`src/hw/rtl/iss_pkg.sv`:
```
// iss_pkg: types and constants for the idle shutdown session tracker
// used by iss_cfg, idle_shutdown_session_tracker and the testbench; no dependencies
package iss_pkg;

    localparam int TIMER_W = 24;
    localparam int CNT_W   = 9;
    localparam int SLOT_W  = 8;
    localparam int APB_AW  = 3;
    localparam int APB_DW  = 32;

    typedef enum logic [2:0] {
        MODE_INITIAL          = 3'd0,
        MODE_HAS_CLIENTS      = 3'd1,
        MODE_LOSS_PENDING     = 3'd2,
        MODE_SHUTDOWN_PENDING = 3'd3,
        MODE_HALTED           = 3'd4
    } t_mode;

    typedef enum logic [1:0] {
        SEQ_CLEAR,
        SEQ_IDLE,
        SEQ_EXEC
    } t_seq;

    typedef enum logic {
        OP_EVENT = 1'b0,
        OP_TICK  = 1'b1
    } t_op;

    typedef enum logic {
        REG_LOSS_TICKS     = 1'b0,
        REG_SHUTDOWN_TICKS = 1'b1
    } t_reg_idx;

    typedef struct packed {
        logic [TIMER_W-1:0] loss_ticks;
        logic [TIMER_W-1:0] shutdown_ticks;
    } t_cfg;

endpackage

```
`src/hw/rtl/idle_shutdown_session_tracker.sv`:
```
// idle_shutdown_session_tracker: top level, sequencer, count, mode and countdowns
// depends on iss_pkg, iss_cfg, iss_map_mem
//
//  channel | direction | handshake           | payload
//  --------+-----------+---------------------+--------------------------------------
//  in      | to block  | i_valid / o_stall   | i_op, i_client_index, i_client_gone
//  out     | from block| o_valid / i_stall   | o_control_taken, o_shutdown,
//          |           |                     | o_spurious_disconnect, o_mode,
//          |           |                     | o_clients_connected
//  cfg     | to block  | psel/penable/pready | paddr, pwdata, prdata
//
// an item is accepted in the idle state, which starts the map memory read; the exec
// state then commits the update and loads the result register; the map memory read is
// registered, so no new item is taken until the previous one has committed
// after reset a sweep clears all MAX_CLIENTS slots; o_stall falls the cycle after it ends
// a new item is taken while a result still waits; its commit waits on i_stall
module idle_shutdown_session_tracker #(
    parameter int MAX_CLIENTS = 256
) (
    input  logic                         i_clk,
    input  logic                         i_rst_n,
    input  logic                         i_valid,
    output logic                         o_stall,
    input  logic                         i_op,
    input  logic [iss_pkg::SLOT_W-1:0]   i_client_index,
    input  logic                         i_client_gone,
    output logic                         o_valid,
    input  logic                         i_stall,
    output logic                         o_control_taken,
    output logic                         o_shutdown,
    output logic                         o_spurious_disconnect,
    output iss_pkg::t_mode               o_mode,
    output logic [iss_pkg::CNT_W-1:0]    o_clients_connected,
    input  logic                         psel,
    input  logic                         penable,
    input  logic                         pwrite,
    input  logic [iss_pkg::APB_AW-1:0]   paddr,
    input  logic [iss_pkg::APB_DW-1:0]   pwdata,
    output logic [iss_pkg::APB_DW-1:0]   prdata,
    output logic                         pready
);
    import iss_pkg::*;

    localparam int   AW             = $clog2(MAX_CLIENTS);
    localparam logic SLOT_ALL_VALID = (MAX_CLIENTS >= (1 << SLOT_W));

    t_cfg               cfg;
    logic               clr_busy;
    logic               map_bit;

    t_seq               r_seq, n_seq;
    t_op                r_op;
    logic [SLOT_W-1:0]  r_slot;
    logic               r_gone;
    t_mode              r_mode, n_mode;
    logic [CNT_W-1:0]   r_count, n_count;
    logic [TIMER_W-1:0] r_loss_timer, n_loss_timer;
    logic [TIMER_W-1:0] r_shut_timer, n_shut_timer;
    logic               r_out_valid, n_out_valid;
    logic               r_out_taken, n_out_taken;
    logic               r_out_down, n_out_down;
    logic               r_out_spur, n_out_spur;

    logic               accept;
    logic               exec_go;
    logic               in_range;
    logic               wr_en;
    logic               wr_data;

    iss_cfg u_cfg (
        .i_clk   (i_clk),
        .i_rst_n (i_rst_n),
        .psel    (psel),
        .penable (penable),
        .pwrite  (pwrite),
        .paddr   (paddr),
        .pwdata  (pwdata),
        .prdata  (prdata),
        .pready  (pready),
        .o_cfg   (cfg)
    );

    iss_map_mem #(
        .MAX_CLIENTS (MAX_CLIENTS)
    ) u_map_mem (
        .i_clk     (i_clk),
        .i_rst_n   (i_rst_n),
        .i_rd_en   (accept),
        .i_rd_addr (AW'(i_client_index)),
        .o_rd_data (map_bit),
        .i_wr_en   (wr_en),
        .i_wr_addr (AW'(r_slot)),
        .i_wr_data (wr_data),
        .o_busy    (clr_busy)
    );

    // sequencer next state
    always_comb begin
        n_seq = r_seq;
        unique case (r_seq)
            SEQ_CLEAR: if (!clr_busy) n_seq = SEQ_IDLE;
            SEQ_IDLE:  if (i_valid)   n_seq = SEQ_EXEC;
            SEQ_EXEC:  if (exec_go)   n_seq = SEQ_IDLE;
            default:   n_seq = SEQ_CLEAR;
        endcase
    end

    // sequencer outputs
    always_comb begin
        o_stall = (r_seq != SEQ_IDLE);
        accept  = (r_seq == SEQ_IDLE) && i_valid;
        exec_go = (r_seq == SEQ_EXEC) && (!r_out_valid || !i_stall);
    end

    assign in_range = SLOT_ALL_VALID || (r_slot < SLOT_W'(MAX_CLIENTS));

    // read-modify-write of the map and the scalar state
    always_comb begin
        n_mode       = r_mode;
        n_count      = r_count;
        n_loss_timer = r_loss_timer;
        n_shut_timer = r_shut_timer;
        n_out_taken  = 1'b0;
        n_out_down   = 1'b0;
        n_out_spur   = 1'b0;
        wr_en        = 1'b0;
        wr_data      = 1'b0;
        if (r_mode != MODE_HALTED) begin
            if (r_op == OP_TICK) begin
                case (r_mode)
                    MODE_LOSS_PENDING: begin
                        if (r_loss_timer != '0) begin
                            n_loss_timer = r_loss_timer - TIMER_W'(1);
                        end
                        if (r_loss_timer[TIMER_W-1:1] == '0) begin
                            n_out_taken  = 1'b1;
                            n_shut_timer = cfg.shutdown_ticks;
                            n_mode       = MODE_SHUTDOWN_PENDING;
                        end
                    end
                    MODE_SHUTDOWN_PENDING: begin
                        if (r_shut_timer == '0) begin
                            n_out_down = 1'b1;
                            n_mode     = MODE_HALTED;
                        end else begin
                            n_shut_timer = r_shut_timer - TIMER_W'(1);
                        end
                    end
                    default: ;
                endcase
            end else if (in_range) begin
                if (r_gone) begin
                    if (!map_bit) begin
                        n_out_spur = 1'b1;
                    end else begin
                        wr_en   = 1'b1;
                        wr_data = 1'b0;
                        if (r_count != '0) begin
                            n_count = r_count - CNT_W'(1);
                        end
                        if (n_count == '0 && r_mode == MODE_HAS_CLIENTS) begin
                            n_loss_timer = cfg.loss_ticks;
                            n_mode       = MODE_LOSS_PENDING;
                        end
                    end
                end else if (!map_bit) begin
                    wr_en   = 1'b1;
                    wr_data = 1'b1;
                    n_count = r_count + CNT_W'(1);
                    n_mode  = MODE_HAS_CLIENTS;
                end
            end
        end
        wr_en = wr_en && exec_go;
    end

    always_comb begin
        n_out_valid = r_out_valid;
        if (exec_go) begin
            n_out_valid = 1'b1;
        end else if (!i_stall) begin
            n_out_valid = 1'b0;
        end
    end

    always_ff @(posedge i_clk) begin
        if (!i_rst_n) begin
            r_seq        <= SEQ_CLEAR;
            r_mode       <= MODE_INITIAL;
            r_count      <= '0;
            r_loss_timer <= '0;
            r_shut_timer <= '0;
            r_out_valid  <= 1'b0;
        end else begin
            r_seq       <= n_seq;
            r_out_valid <= n_out_valid;
            if (exec_go) begin
                r_mode       <= n_mode;
                r_count      <= n_count;
                r_loss_timer <= n_loss_timer;
                r_shut_timer <= n_shut_timer;
            end
        end
    end

    always_ff @(posedge i_clk) begin
        if (accept) begin
            r_op   <= t_op'(i_op);
            r_slot <= i_client_index;
            r_gone <= i_client_gone;
        end
        if (exec_go) begin
            r_out_taken <= n_out_taken;
            r_out_down  <= n_out_down;
            r_out_spur  <= n_out_spur;
        end
    end

    assign o_valid               = r_out_valid;
    assign o_control_taken       = r_out_taken;
    assign o_shutdown            = r_out_down;
    assign o_spurious_disconnect = r_out_spur;
    assign o_mode                = r_mode;
    assign o_clients_connected   = r_count;

    // no client may be counted once the countdowns are running or the tracker is halted
    a_count_zero_when_idle: assert property (@(posedge i_clk) disable iff (!i_rst_n)
        (r_mode == MODE_LOSS_PENDING || r_mode == MODE_SHUTDOWN_PENDING ||
         r_mode == MODE_HALTED) |-> (r_count == '0))
        else $error("client count nonzero while a countdown or halt is active");

    a_count_bound: assert property (@(posedge i_clk) disable iff (!i_rst_n)
        (32'(r_count) <= 32'(MAX_CLIENTS)))
        else $error("client count above slot count");

    a_map_write_at_commit: assert property (@(posedge i_clk) disable iff (!i_rst_n)
        wr_en |-> (r_seq == SEQ_EXEC && !clr_busy))
        else $error("map written outside a commit");

    a_single_pulse: assert property (@(posedge i_clk) disable iff (!i_rst_n)
        o_valid |-> !(o_control_taken && o_shutdown))
        else $error("control and shutdown pulses in one beat");

    a_accept_then_exec: assert property (@(posedge i_clk) disable iff (!i_rst_n)
        accept |=> (r_seq == SEQ_EXEC))
        else $error("accepted beat not followed by its commit cycle");

endmodule

```
`src/hw/rtl/iss_cfg.sv`:
```
// iss_cfg: APB-style register file holding the two countdown reload values
// depends on iss_pkg
module iss_cfg (
    input  logic                         i_clk,
    input  logic                         i_rst_n,
    input  logic                         psel,
    input  logic                         penable,
    input  logic                         pwrite,
    input  logic [iss_pkg::APB_AW-1:0]   paddr,
    input  logic [iss_pkg::APB_DW-1:0]   pwdata,
    output logic [iss_pkg::APB_DW-1:0]   prdata,
    output logic                         pready,
    output iss_pkg::t_cfg                o_cfg
);
    import iss_pkg::*;

    logic [TIMER_W-1:0] r_loss_ticks;
    logic [TIMER_W-1:0] r_shutdown_ticks;
    t_reg_idx           reg_idx;
    logic               wr_go;

    assign pready  = 1'b1;
    assign reg_idx = t_reg_idx'(paddr[2]);
    assign wr_go   = psel && penable && pwrite;

    always_ff @(posedge i_clk) begin
        if (!i_rst_n) begin
            r_loss_ticks     <= '0;
            r_shutdown_ticks <= '0;
        end else if (wr_go) begin
            unique case (reg_idx)
                REG_LOSS_TICKS:     r_loss_ticks     <= pwdata[TIMER_W-1:0];
                REG_SHUTDOWN_TICKS: r_shutdown_ticks <= pwdata[TIMER_W-1:0];
                default: ;
            endcase
        end
    end

    always_comb begin
        unique case (reg_idx)
            REG_LOSS_TICKS:     prdata = APB_DW'(r_loss_ticks);
            REG_SHUTDOWN_TICKS: prdata = APB_DW'(r_shutdown_ticks);
            default:            prdata = '0;
        endcase
    end

    assign o_cfg.loss_ticks     = r_loss_ticks;
    assign o_cfg.shutdown_ticks = r_shutdown_ticks;

endmodule

```
`src/hw/rtl/iss_map_mem.sv`:
```
// iss_map_mem: one-bit-per-slot connected map in a synchronous memory
// with a clearing sweep after reset; no package dependencies
module iss_map_mem #(
    parameter int MAX_CLIENTS = 256
) (
    input  logic                           i_clk,
    input  logic                           i_rst_n,
    input  logic                           i_rd_en,
    input  logic [$clog2(MAX_CLIENTS)-1:0] i_rd_addr,
    output logic                           o_rd_data,
    input  logic                           i_wr_en,
    input  logic [$clog2(MAX_CLIENTS)-1:0] i_wr_addr,
    input  logic                           i_wr_data,
    output logic                           o_busy
);
    localparam int AW = $clog2(MAX_CLIENTS);
    localparam logic [AW-1:0] LAST_ADDR = AW'(MAX_CLIENTS - 1);

    logic          mem [MAX_CLIENTS];
    logic [AW-1:0] r_clr_addr;
    logic          r_busy;
    logic          r_rd_data;

    always_ff @(posedge i_clk) begin
        if (!i_rst_n) begin
            r_clr_addr <= '0;
            r_busy     <= 1'b1;
        end else if (r_busy) begin
            r_clr_addr <= r_clr_addr + AW'(1);
            if (r_clr_addr == LAST_ADDR) begin
                r_busy <= 1'b0;
            end
        end
    end

    always_ff @(posedge i_clk) begin
        if (r_busy) begin
            mem[r_clr_addr] <= 1'b0;
        end else if (i_wr_en) begin
            mem[i_wr_addr] <= i_wr_data;
        end
    end

    always_ff @(posedge i_clk) begin
        if (i_rd_en) begin
            r_rd_data <= mem[i_rd_addr];
        end
    end

    assign o_rd_data = r_rd_data;
    assign o_busy    = r_busy;

endmodule

```
`config.mk`:
```
export PLATFORM = sky130hd
export DESIGN_NAME = idle_shutdown_session_tracker
export DESIGN_NICKNAME = d
export VERILOG_FILES = /design/src/hw/rtl/iss_pkg.sv /design/src/hw/rtl/idle_shutdown_session_tracker.sv /design/src/hw/rtl/iss_cfg.sv /design/src/hw/rtl/iss_map_mem.sv
export SDC_FILE = /design/constraint.sdc
export NUM_CORES = 1
export LEC_CHECK = 0
export BUFFER_PORTS_ARGS = -buffer_cell sky130_fd_sc_hd__clkbuf_2
export CAP_MARGIN = 10
export CORE_MARGIN = 2
export CORE_UTILIZATION = 40
export CTS_BUF_LIST = sky130_fd_sc_hd__clkbuf_16
export DETAILED_ROUTE_END_ITERATION = 12
export GPL_TIMING_DRIVEN = 0
export PLACE_DENSITY = 0.6
export SETUP_SLACK_MARGIN = 0.15
export SLEW_MARGIN = 20
export SYNTH_ARGS = -nofsm -noshare
export SYNTH_HDL_FRONTEND = slang
export SYNTH_SLANG_ARGS = --single-unit
```
`constraint.sdc`:
```
create_clock -name i_clk -period 18.2 [get_ports i_clk]
set_clock_uncertainty 0.1 [all_clocks]
set_input_delay 1.82 -clock i_clk [delete_from_list [all_inputs] [get_ports i_clk]]
set_output_delay 1.82 -clock i_clk [all_outputs]
set_load 0.01 [all_outputs]
```
==> results of run 1 <==
[final cells by class]
class	count	area, µm²
inverter	20	75.1
buffer	133	604
sequential	390	10500
multi-input combinational	1195	7470
timing repair buffer	84	473
tap	607	759
clock buffer	43	1080
clock inverter	30	201
fill	4375	25100
[layer usage]
metal,vias up,share of wire,track usage
li1,6596,-,-
met1,7004,0.42,0.295
met2,523,0.48,0.374
met3,100,0.066,0.0322
met4,0,0.033,0.0855
met5,-,0,0
[cells by family (layout without fill, tap and decap cells)]
kind of cell	Yosys count	after routing	share of synthesized area
flops	390	390	0.565
xor+xnor	7	7	0.00329
mux	132	132	0.101
compound gates	331	331	0.122
fa+ha+maj	8	8	0.00538
simple gates	708	708	0.166
buf+inv	153	310	0.0365
other cells	2	9	0.000403
[worst paths after layout]
path | to
setup / recovery | prdata[20]
hold / removal | u_cfg.r_loss_ticks[17]
setup reg to reg | u_map_mem.mem[124]
hold reg to reg | u_cfg.r_loss_ticks[17]
[through the flow]
stage                     hold slack (ns)  utilization
final                               0.361        0.458
after detailed placement            0.351        0.430
after floorplan                     0.336            -
after global placement              0.344        0.428
after global routing                0.377        0.458
after CTS                           0.360        0.458
[tightest hold or removal path, stage by stage, from the launching register on]
cell,delay (ns)
dfxtp_1,0.31
nand2_1,0.05
a21oi_1,0.06
[flip-flops by register name, indices dropped and copies added (netlist names), 2 cells and up]
name	flops
r_seq	2
r_loss_timer	24
r_shut_timer	24
u_map_mem.mem	256
u_cfg.r_loss_ticks	24
o_mode	3
u_cfg.r_shutdown_ticks	24
u_map_mem.r_clr_addr	8
o_clients_connected	9
r_slot	8
[power by group]
group | internal [W] | total [W] | switching, W
logic | 0.0000276 | 0.0000809 | 0.0000533
clock network | 0.000456 | 0.000818 | 0.000362
registers | 0.000940 | 0.000944 | 0.00000351
[layout by cell type, fill, tap and decap left out, types with 9 or more instances in the layout]
cell / Yosys / layout
mux4_2: 42 / 42
a22oi_1: 9 / 9
clkbuf_16: 0 / 43
inv_1: 19 / 31
buf_4: 9 / 9
nor3_1: 28 / 28
clkinv_1: 1 / 9
nor4_1: 19 / 17
o21ai_0: 44 / 44
o22ai_1: 26 / 26
mux2_2: 26 / 26
a21oi_1: 99 / 99
a22o_1: 9 / 9
or4_1: 10 / 10
nand2b_1: 23 / 23
nand2_1: 201 / 201
clkbuf_1: 93 / 93
a31oi_1: 12 / 12
o21ai_2: 10 / 10
clkbuf_2: 0 / 81
nand3b_1: 9 / 9
dfxtp_1: 120 / 120
a21oi_2: 11 / 11
mux2i_1: 64 / 64
edfxtp_1: 270 / 270
buf_2: 19 / 19
nand4_1: 9 / 9
nand3_1: 15 / 15
conb_1: 2 / 9
o31ai_1: 13 / 13
nor2_1: 343 / 342
or3_1: 15 / 15
==> impl_metrics.env, run 1 <==
export IMPL_yosys_top_cells_count="nor2_1, edfxtp_1, nand2_1, dfxtp_1, a21oi_1"
export IMPL_wl_per_cell_um=21.6
export IMPL_r2r_setup_slack_ns=13.73
export IMPL_criticalPathCategory="in -> out"
export IMPL_fin_area_mm2=0.0212
export IMPL_rsz0062_at_grt="false"
export IMPL_ir_worst_vdd_uv=70.6
export IMPL_yosys_area_top_type_share=0.436
export IMPL_syn_cell_area_mm2=0.0186
export IMPL_gp_congestion=0.911
export IMPL_start_util=0.402
export IMPL_area_growth_synth_to_final_pct=13.7
export IMPL_syn_avg_cell_area_um2=10.8
export IMPL_status="completed"
export IMPL_cts_resized=0
export IMPL_relSlewSlack=0.363
export IMPL_cp_max_fo=10
export IMPL_critical_path_top_delay_family="buffers and inverters"
export IMPL_vias_per_cell=5.68
export IMPL_setup_viol=0
export IMPL_synth_area_leaders="edfxtp_1, dfxtp_1, nor2_1"
export IMPL_die_x_um=220
export IMPL_io_pins=102
export IMPL_crit_start="paddr[2]"
export IMPL_diodes=0
export IMPL_arrival_ns=3.52
export IMPL_whs_path_depth=2
export IMPL_yosysSeqAreaShare=0.565
export IMPL_drcViolationCount=0
export IMPL_cts_sinks=390
export IMPL_hp_class="reg -> reg"
export IMPL_pre_cts_slack_ns=12.56
export IMPL_syn_inst=1731
export IMPL_crit_required_ns=16.28
export IMPL_dp_cells=2429
export IMPL_grt_pass1_wl_um=81500
export IMPL_drtIter0Drc=1525
export IMPL_yosys_warnings=0
export IMPL_placedInstanceArea_mm2=0.0199
export IMPL_synthFlopType="edfxtp_1"
export IMPL_reg2reg_depth=10
export IMPL_fmax_mhz=184
export IMPL_crit_top_cell="clkbuf_2"
export IMPL_finalHoldViolations=0
export IMPL_nets=1927
export IMPL_tightestPinTransition_ns=0.947
export IMPL_coreArea_mm2=0.0463
export IMPL_crit_path_cell_trace="clkbuf_2, clkbuf_1, buf_1, mux2_2, clkbuf_2"
export IMPL_clockBufferDepth=3
export IMPL_drt_total_wl_um=54000
export IMPL_cts_buffers=43
export IMPL_cts_max_level=2
export IMPL_drtPass1Iterations=5
export IMPL_postCtsHoldBufs=0
export IMPL_critPathLaunchType="input port"
export IMPL_reg2reg_from="r_gone"
export IMPL_layout_cells_non_filler=2502
export IMPL_drtAntennaViolNets=0
export IMPL_maxCapViolCount=0
export IMPL_worst_path_buf_inv=4
export IMPL_ys_seq_elements=390
export IMPL_dp_final_hpwl_um=38100
export IMPL_path_clk_slew_ns=0.06
export IMPL_clock_latency_ns=0.59
export IMPL_synth_async_reset_ratio=0
export IMPL_final_setup_worst_slack_ns=12.76
export IMPL_globalRouteTotalUtil=0.224
export IMPL_grt_overflow=0
export IMPL_min_period_ns=5.44
export IMPL_fin_crit_sh=0.299
export IMPL_setup_tns_ns=0
export IMPL_die_area_mm2=0.0483
export IMPL_postCtsSetupBuffers=0
export IMPL_row_count=79
export IMPL_maxSlewViolCount=0
export IMPL_min_from="u_cfg.r_loss_ticks[17]"
export IMPL_synth_enable_flop_cells=270
export IMPL_leakage_nw=7.32
export IMPL_cp_depth=5
export IMPL_slowest_delay_ns=0.52
export IMPL_layout_drive_gt1_share=0.157
export IMPL_antenna_found_initial=0
export IMPL_end_kind="output port"
export IMPL_crit_slowest_cell="clkbuf_1"
export IMPL_synth_top_cell_by_area="edfxtp_1"
export IMPL_synth_distinct_cells=86
export IMPL_tritoncts="done"
export IMPL_grt_max_degree=93
export IMPL_synth_most_common_cell="nor2_1"
export IMPL_die_h_um=220
export IMPL_routed_via_count=14200
export IMPL_power_density_mw_per_mm2=87.0
export IMPL_p_total_w=0.00184
export IMPL_grt_pass1_vias=13600
export IMPL_cts_root_buf="clkbuf_16"
export IMPL_port_buffers=81
(Power assumes the default switching activity.)
==> inputs of run 2 (changes only) <==
==> constraint.sdc (replaced) <==
create_clock -name i_clk -period 5.5 [get_ports i_clk]
set_clock_uncertainty 0.1 [all_clocks]
set_input_delay 0.55 -clock i_clk [delete_from_list [all_inputs] [get_ports i_clk]]
set_output_delay 0.55 -clock i_clk [all_outputs]
set_load 0.01 [all_outputs]
==> run 2 against run 1 <==
Net effect: via count grew 0.52%; routed wire length grew 1.6%; combinational power grew to 3.4 times the previous value; global-route usage grew 0.35 points; highest routed layer is now met5.
==> impl_metrics.env, run 2 (synthesized netlist as in run 1, its figures left out) <==
export IMPL_status="completed"
export IMPL_ir_worst_vdd_uv=261
export IMPL_cp_max_fo=10
export IMPL_leakage_nw=6.96
export IMPL_critical_path_top_delay_family="buffers and inverters"
export IMPL_whs_path_depth=1
export IMPL_routed_via_count=14300
export IMPL_tightestPinTransition_ns=1.08
export IMPL_start_util=0.402
export IMPL_tritoncts="done"
export IMPL_area_growth_synth_to_final_pct=13.7
export IMPL_drt_total_wl_um=54900
export IMPL_fmax_mhz=225
export IMPL_clock_latency_ns=0.60
export IMPL_rsz0062_at_grt="false"
export IMPL_crit_slowest_cell="or4_1"
export IMPL_clockBufferDepth=3
export IMPL_reg2reg_depth=10
export IMPL_gp_congestion=0.899
export IMPL_relSlewSlack=0.265
export IMPL_top_register="u_map_mem.mem"
export IMPL_antenna_found_initial=1
export IMPL_postCtsSetupBuffers=0
export IMPL_hp_class="in -> reg"
export IMPL_row_count=79
export IMPL_cts_resized=0
export IMPL_power_density_mw_per_mm2=286
export IMPL_min_from="i_client_gone"
export IMPL_cts_root_buf="clkbuf_16"
export IMPL_setup_viol=0
export IMPL_drtAntennaViolNets=0
export IMPL_coreArea_mm2=0.0463
export IMPL_diodes=0
export IMPL_arrival_ns=4.63
export IMPL_globalRouteTotalUtil=0.227
export IMPL_r2r_setup_slack_ns=1.06
export IMPL_path_clk_slew_ns=0.06
export IMPL_cts_max_level=2
export IMPL_worst_path_buf_inv=5
export IMPL_vias_per_cell=5.71
export IMPL_die_x_um=220
export IMPL_drtIter0Drc=1540
export IMPL_reg2reg_to="u_map_mem.mem[201]"
export IMPL_crit_path_cell_trace="clkbuf_1, clkinv_1, ha_1, or4_1, clkbuf_1, buf_2, mux2i_1, nand2_1, clkbuf_1, nor2_1"
export IMPL_layout_common_cells="nor2_1, edfxtp_1, nand2_1"
export IMPL_critPathLaunchType="register"
export IMPL_grt_pass1_wl_um=83000
export IMPL_die_area_mm2=0.0483
export IMPL_drtPass1Iterations=6
export IMPL_io_pins=102
export IMPL_grt_overflow=0
export IMPL_crit_required_ns=5.69
export IMPL_grt_max_degree=92
export IMPL_grt_pass1_vias=13800
export IMPL_nets=1927
export IMPL_drcViolationCount=0
export IMPL_slowest_delay_ns=0.50
export IMPL_largest_register_ffs=256
export IMPL_crit_top_cell="clkbuf_1"
export IMPL_fin_crit_sh=0.807
export IMPL_dp_final_hpwl_um=38600
export IMPL_cts_sinks=390
export IMPL_port_buffers=81
export IMPL_maxSlewViolCount=0
export IMPL_finalHoldViolations=0
export IMPL_p_total_w=0.00605
export IMPL_wl_per_cell_um=21.9
export IMPL_reg2reg_from="r_gone"
export IMPL_min_period_ns=4.44
export IMPL_postCtsHoldBufs=0
export IMPL_maxCapViolCount=0
export IMPL_die_h_um=220
export IMPL_layout_drive_gt1_share=0.159
export IMPL_layout_commonest_cell="nor2_1"
export IMPL_cts_buffers=43
export IMPL_end_kind="register"
export IMPL_criticalPathCategory="reg -> reg"
export IMPL_final_core_util=0.457
export IMPL_hold_end="r_gone"
[run 2: worst register-to-register path, stage by stage, from the launching register on]
cell      delay, ns
edfxtp_1       0.34
clkbuf_1       0.39
clkinv_1       0.43
ha_1           0.42
or4_1          0.50
clkbuf_1       0.18
buf_2          0.24
mux2i_1        0.49
nand2_1        0.42
clkbuf_1       0.41
nor2_1         0.23
[run 2: worst max path at each step]
stage	start	to	cells past startpoint
final	r_gone	u_map_mem.mem[201]	10
after global routing	r_gone	u_map_mem.mem[201]	10
after CTS	r_gone	u_map_mem.mem[185]	10
after detailed placement	r_gone	u_map_mem.mem[201]	10
after global placement	r_gone	u_map_mem.mem[25]	5
after floorplan	r_gone	u_map_mem.mem[0]	5
[run 2: per-stage QoR]
| step | instance area, µm² | setup WS [ns] | std cells | setup TNS [ns] | hold WS, ns |
|---|---|---|---|---|---|
| 2_1_floorplan | 18600 | 1.16 | 1738 | 0 | 0.336 |
| 3_3_place_gp | 19800 | -0.781 | 2426 | -196.22 | 0.344 |
| 3_5_place_dp | 19900 | 1.03 | 2429 | 0 | 0.357 |
| 4_1_cts | 21200 | 1.03 | 2506 | 0 | 0.0662 |
| 5_1_grt | 21200 | 0.773 | 2506 | 0 | 0.0686 |
| 6_report | 21200 | 1.06 | 2506 | 0 | 0.0787 |
[run 2: area by class of cell]
type | count | area [µm²]
fill | 4366 | 25100
sequential | 390 | 10500
multi-input combinational | 1195 | 7470
clock buffer | 43 | 1080
tap | 607 | 759
buffer | 133 | 604
timing repair buffer | 84 | 473
clock inverter | 34 | 190
inverter | 20 | 75.1
[run 2: where the power goes]
group          switching (W)  internal (W)  total [W]
logic               0.000179     0.0000928   0.000272
clock network        0.00123       0.00143    0.00266
registers          0.0000119       0.00311    0.00312
[run 2: routing by layer]
layer	share of wire	GRT usage
met1	0.42	0.298
met2	0.48	0.382
met3	0.068	0.0341
met4	0.031	0.0832
met5	0.00020	0
==> inputs of run 3 (changes only) <==
--- a/config.mk
+++ b/config.mk
@@ -12,7 +12,7 @@
 export CTS_BUF_LIST = sky130_fd_sc_hd__clkbuf_16
 export DETAILED_ROUTE_END_ITERATION = 12
 export GPL_TIMING_DRIVEN = 0
-export PLACE_DENSITY = 0.6
+export PLACE_DENSITY = 0.62
 export SETUP_SLACK_MARGIN = 0.15
 export SLEW_MARGIN = 20
 export SYNTH_ARGS = -nofsm -noshare
==> constraint.sdc (replaced) <==
create_clock -name i_clk -period 3.9 [get_ports i_clk]
set_clock_uncertainty 0.1 [all_clocks]
set_input_delay 0.39 -clock i_clk [delete_from_list [all_inputs] [get_ports i_clk]]
set_output_delay 0.39 -clock i_clk [all_outputs]
set_load 0.01 [all_outputs]
==> run 3 against run 2 <==
Net effect: worst hold slack got worse by 0.014 ns; combinational power is 54% higher; routed wire length up 0.27%; sequential cell count is the same; sequential share of layout area decreased by 1.5 points; clock power is 51% higher; critical endpoint is now u_map_mem.o_rd_data; largest power group unchanged.
==> impl_metrics.env, run 3 (synthesized netlist as in run 1, its figures left out) <==
export IMPL_grt_overflow=0
export IMPL_dp_final_hpwl_um=38300
export IMPL_top_register="u_map_mem.mem"
export IMPL_globalRouteTotalUtil=0.228
export IMPL_cts_buffers=44
export IMPL_layout_common_cells="nor2_1, edfxtp_1, nand2_1"
export IMPL_fin_area_mm2=0.0218
export IMPL_hold_end="r_slot[5]"
export IMPL_drt_total_wl_um=55000
export IMPL_drtPass1Iterations=7
export IMPL_diodes=0
export IMPL_finalHoldViolations=0
export IMPL_coreArea_mm2=0.0463
export IMPL_cts_max_level=2
export IMPL_row_count=79
export IMPL_largest_register_ffs=256
export IMPL_fmax_mhz=263
export IMPL_start_util=0.402
export IMPL_whs_path_depth=1
export IMPL_arrival_ns=4.03
export IMPL_maxCapViolCount=0
export IMPL_area_growth_synth_to_final_pct=17.1
export IMPL_antenna_found_initial=0
export IMPL_min_period_ns=3.80
export IMPL_min_from="i_client_index[5]"
export IMPL_gp_congestion=0.895
export IMPL_leakage_nw=7.22
export IMPL_critPathLaunchType="input port"
export IMPL_reg2reg_to="u_map_mem.mem[118]"
export IMPL_power_density_mw_per_mm2=406
export IMPL_die_area_mm2=0.0483
export IMPL_crit_slowest_cell="a2111oi_0"
export IMPL_fin_crit_sh=0.973
export IMPL_die_x_um=220
export IMPL_tightestPinTransition_ns=1.17
export IMPL_hp_class="in -> reg"
export IMPL_grt_pass1_vias=13900
export IMPL_grt_max_degree=74
export IMPL_io_pins=102
export IMPL_drtIter0Drc=1598
export IMPL_final_setup_worst_slack_ns=0.104
export IMPL_layout_drive_gt1_share=0.178
export IMPL_cp_max_fo=10
export IMPL_clockBufferDepth=3
export IMPL_port_buffers=81
export IMPL_crit_required_ns=4.14
export IMPL_vias_per_cell=5.71
export IMPL_ir_worst_vdd_uv=398
export IMPL_slowest_delay_ns=1.08
export IMPL_drcViolationCount=0
export IMPL_path_clk_slew_ns=0.06
export IMPL_clock_latency_ns=0.59
export IMPL_end_kind="register"
export IMPL_status="completed"
export IMPL_crit_path_cell_trace="dlygate4sd3_1, clkbuf_2, clkbuf_1, clkbuf_1, mux4_2, a22oi_1, a2111oi_0, a311oi_1, a22oi_1"
export IMPL_cts_root_buf="clkbuf_16"
export IMPL_maxSlewViolCount=0
export IMPL_reg2reg_depth=10
export IMPL_r2r_setup_slack_ns=0.24
export IMPL_placedInstanceArea_mm2=0.0199
export IMPL_criticalPathCategory="in -> reg"
export IMPL_pre_cts_slack_ns=-0.685
export IMPL_die_h_um=220
export IMPL_tritoncts="done"
export IMPL_relSlewSlack=0.199
export IMPL_reg2reg_from="o_mode[1]"
export IMPL_setup_viol=0
export IMPL_rsz0062_at_grt="true"
export IMPL_nets=1959
export IMPL_wl_per_cell_um=21.7
export IMPL_cts_sinks=390
export IMPL_grt_pass1_wl_um=82700
export IMPL_drtAntennaViolNets=0
export IMPL_layout_commonest_cell="nor2_1"
export IMPL_routed_via_count=14500
run 3: changes by cell type in the layout (fill, tap and decap cells not counted), sizes merged:
cell / change
bufinv: +4
clkinv: -2
buf: +1
inv: +1
dlygate4sd3: +31
clkinvlp: -1
run 3: timing repair:
item | CTS | global route
endpoints found under the hold margin | 54 | 0
gates resized for setup | 26 | 38
hold buffers | 31 | 0
buffers inserted | 0 | 0
setup endpoints to repair | 396 | 271
run 3: report_power, final:
group	total (W)	internal [W]	switching (W)	leakage (nW)
Clock	0.00402	0.00232	0.00171	0.720
Combinational	0.000418	0.000155	0.000264	3.21
Sequential	0.00441	0.00439	0.0000163	3.29
run 3: critical path, delay by kind of cell:
family,cells,cell delay [ns]
buffers and inverters,4,1.62
AOI/OAI and AO/OA,4,1.67
muxes,1,0.33
run 3: layout make-up:
cell class / count / area [µm²]
sequential: 390 / 10500
clock inverter: 36 / 292
fill: 4340 / 24500
multi-input combinational: 1195 / 7640
clock buffer: 44 / 1100
buffer: 133 / 632
inverter: 20 / 77.6
tap: 607 / 759
timing repair buffer: 115 / 791
run 3: worst max-delay path by stage:
stage | start | endpoint | cells past startpoint
CTS | r_gone | u_map_mem.mem[255] | 10
detailed placement | r_gone | u_map_mem.mem[95] | 10
global route | o_mode[1] | u_map_mem.mem[118] | 10
floorplan | r_gone | u_map_mem.mem[0] | 5
global placement | r_gone | u_map_mem.mem[41] | 5
finish | i_client_index[3] | u_map_mem.o_rd_data | 9
run 3: metrics by stage:
step           setup TNS, ns  hold WS (ns)  instances  total power, W  utilization
3_3_place_gp         -436.06         0.346       2426         0.00487        0.428
6_report                   0        0.0644       2540         0.00885        0.471
5_1_grt                    0        0.0446       2540         0.00909        0.471
3_5_place_dp         -149.71         0.348       2429         0.00488        0.430
2_1_floorplan              0         0.336       1738         0.00472            -
4_1_cts                    0        0.0341       2540         0.00889        0.469
run 3: metal layers:
layer / wire length [µm] / global-route usage / share of wire / vias to the layer above
li1: - / - / - / 6659
met1: 23000 / 0.296 / 0.42 / 7184
met2: 26700 / 0.388 / 0.49 / 563
met3: 3560 / 0.0301 / 0.065 / 95
met4: 1780 / 0.0852 / 0.032 / 0
met5: 0 / 0 / 0 / -
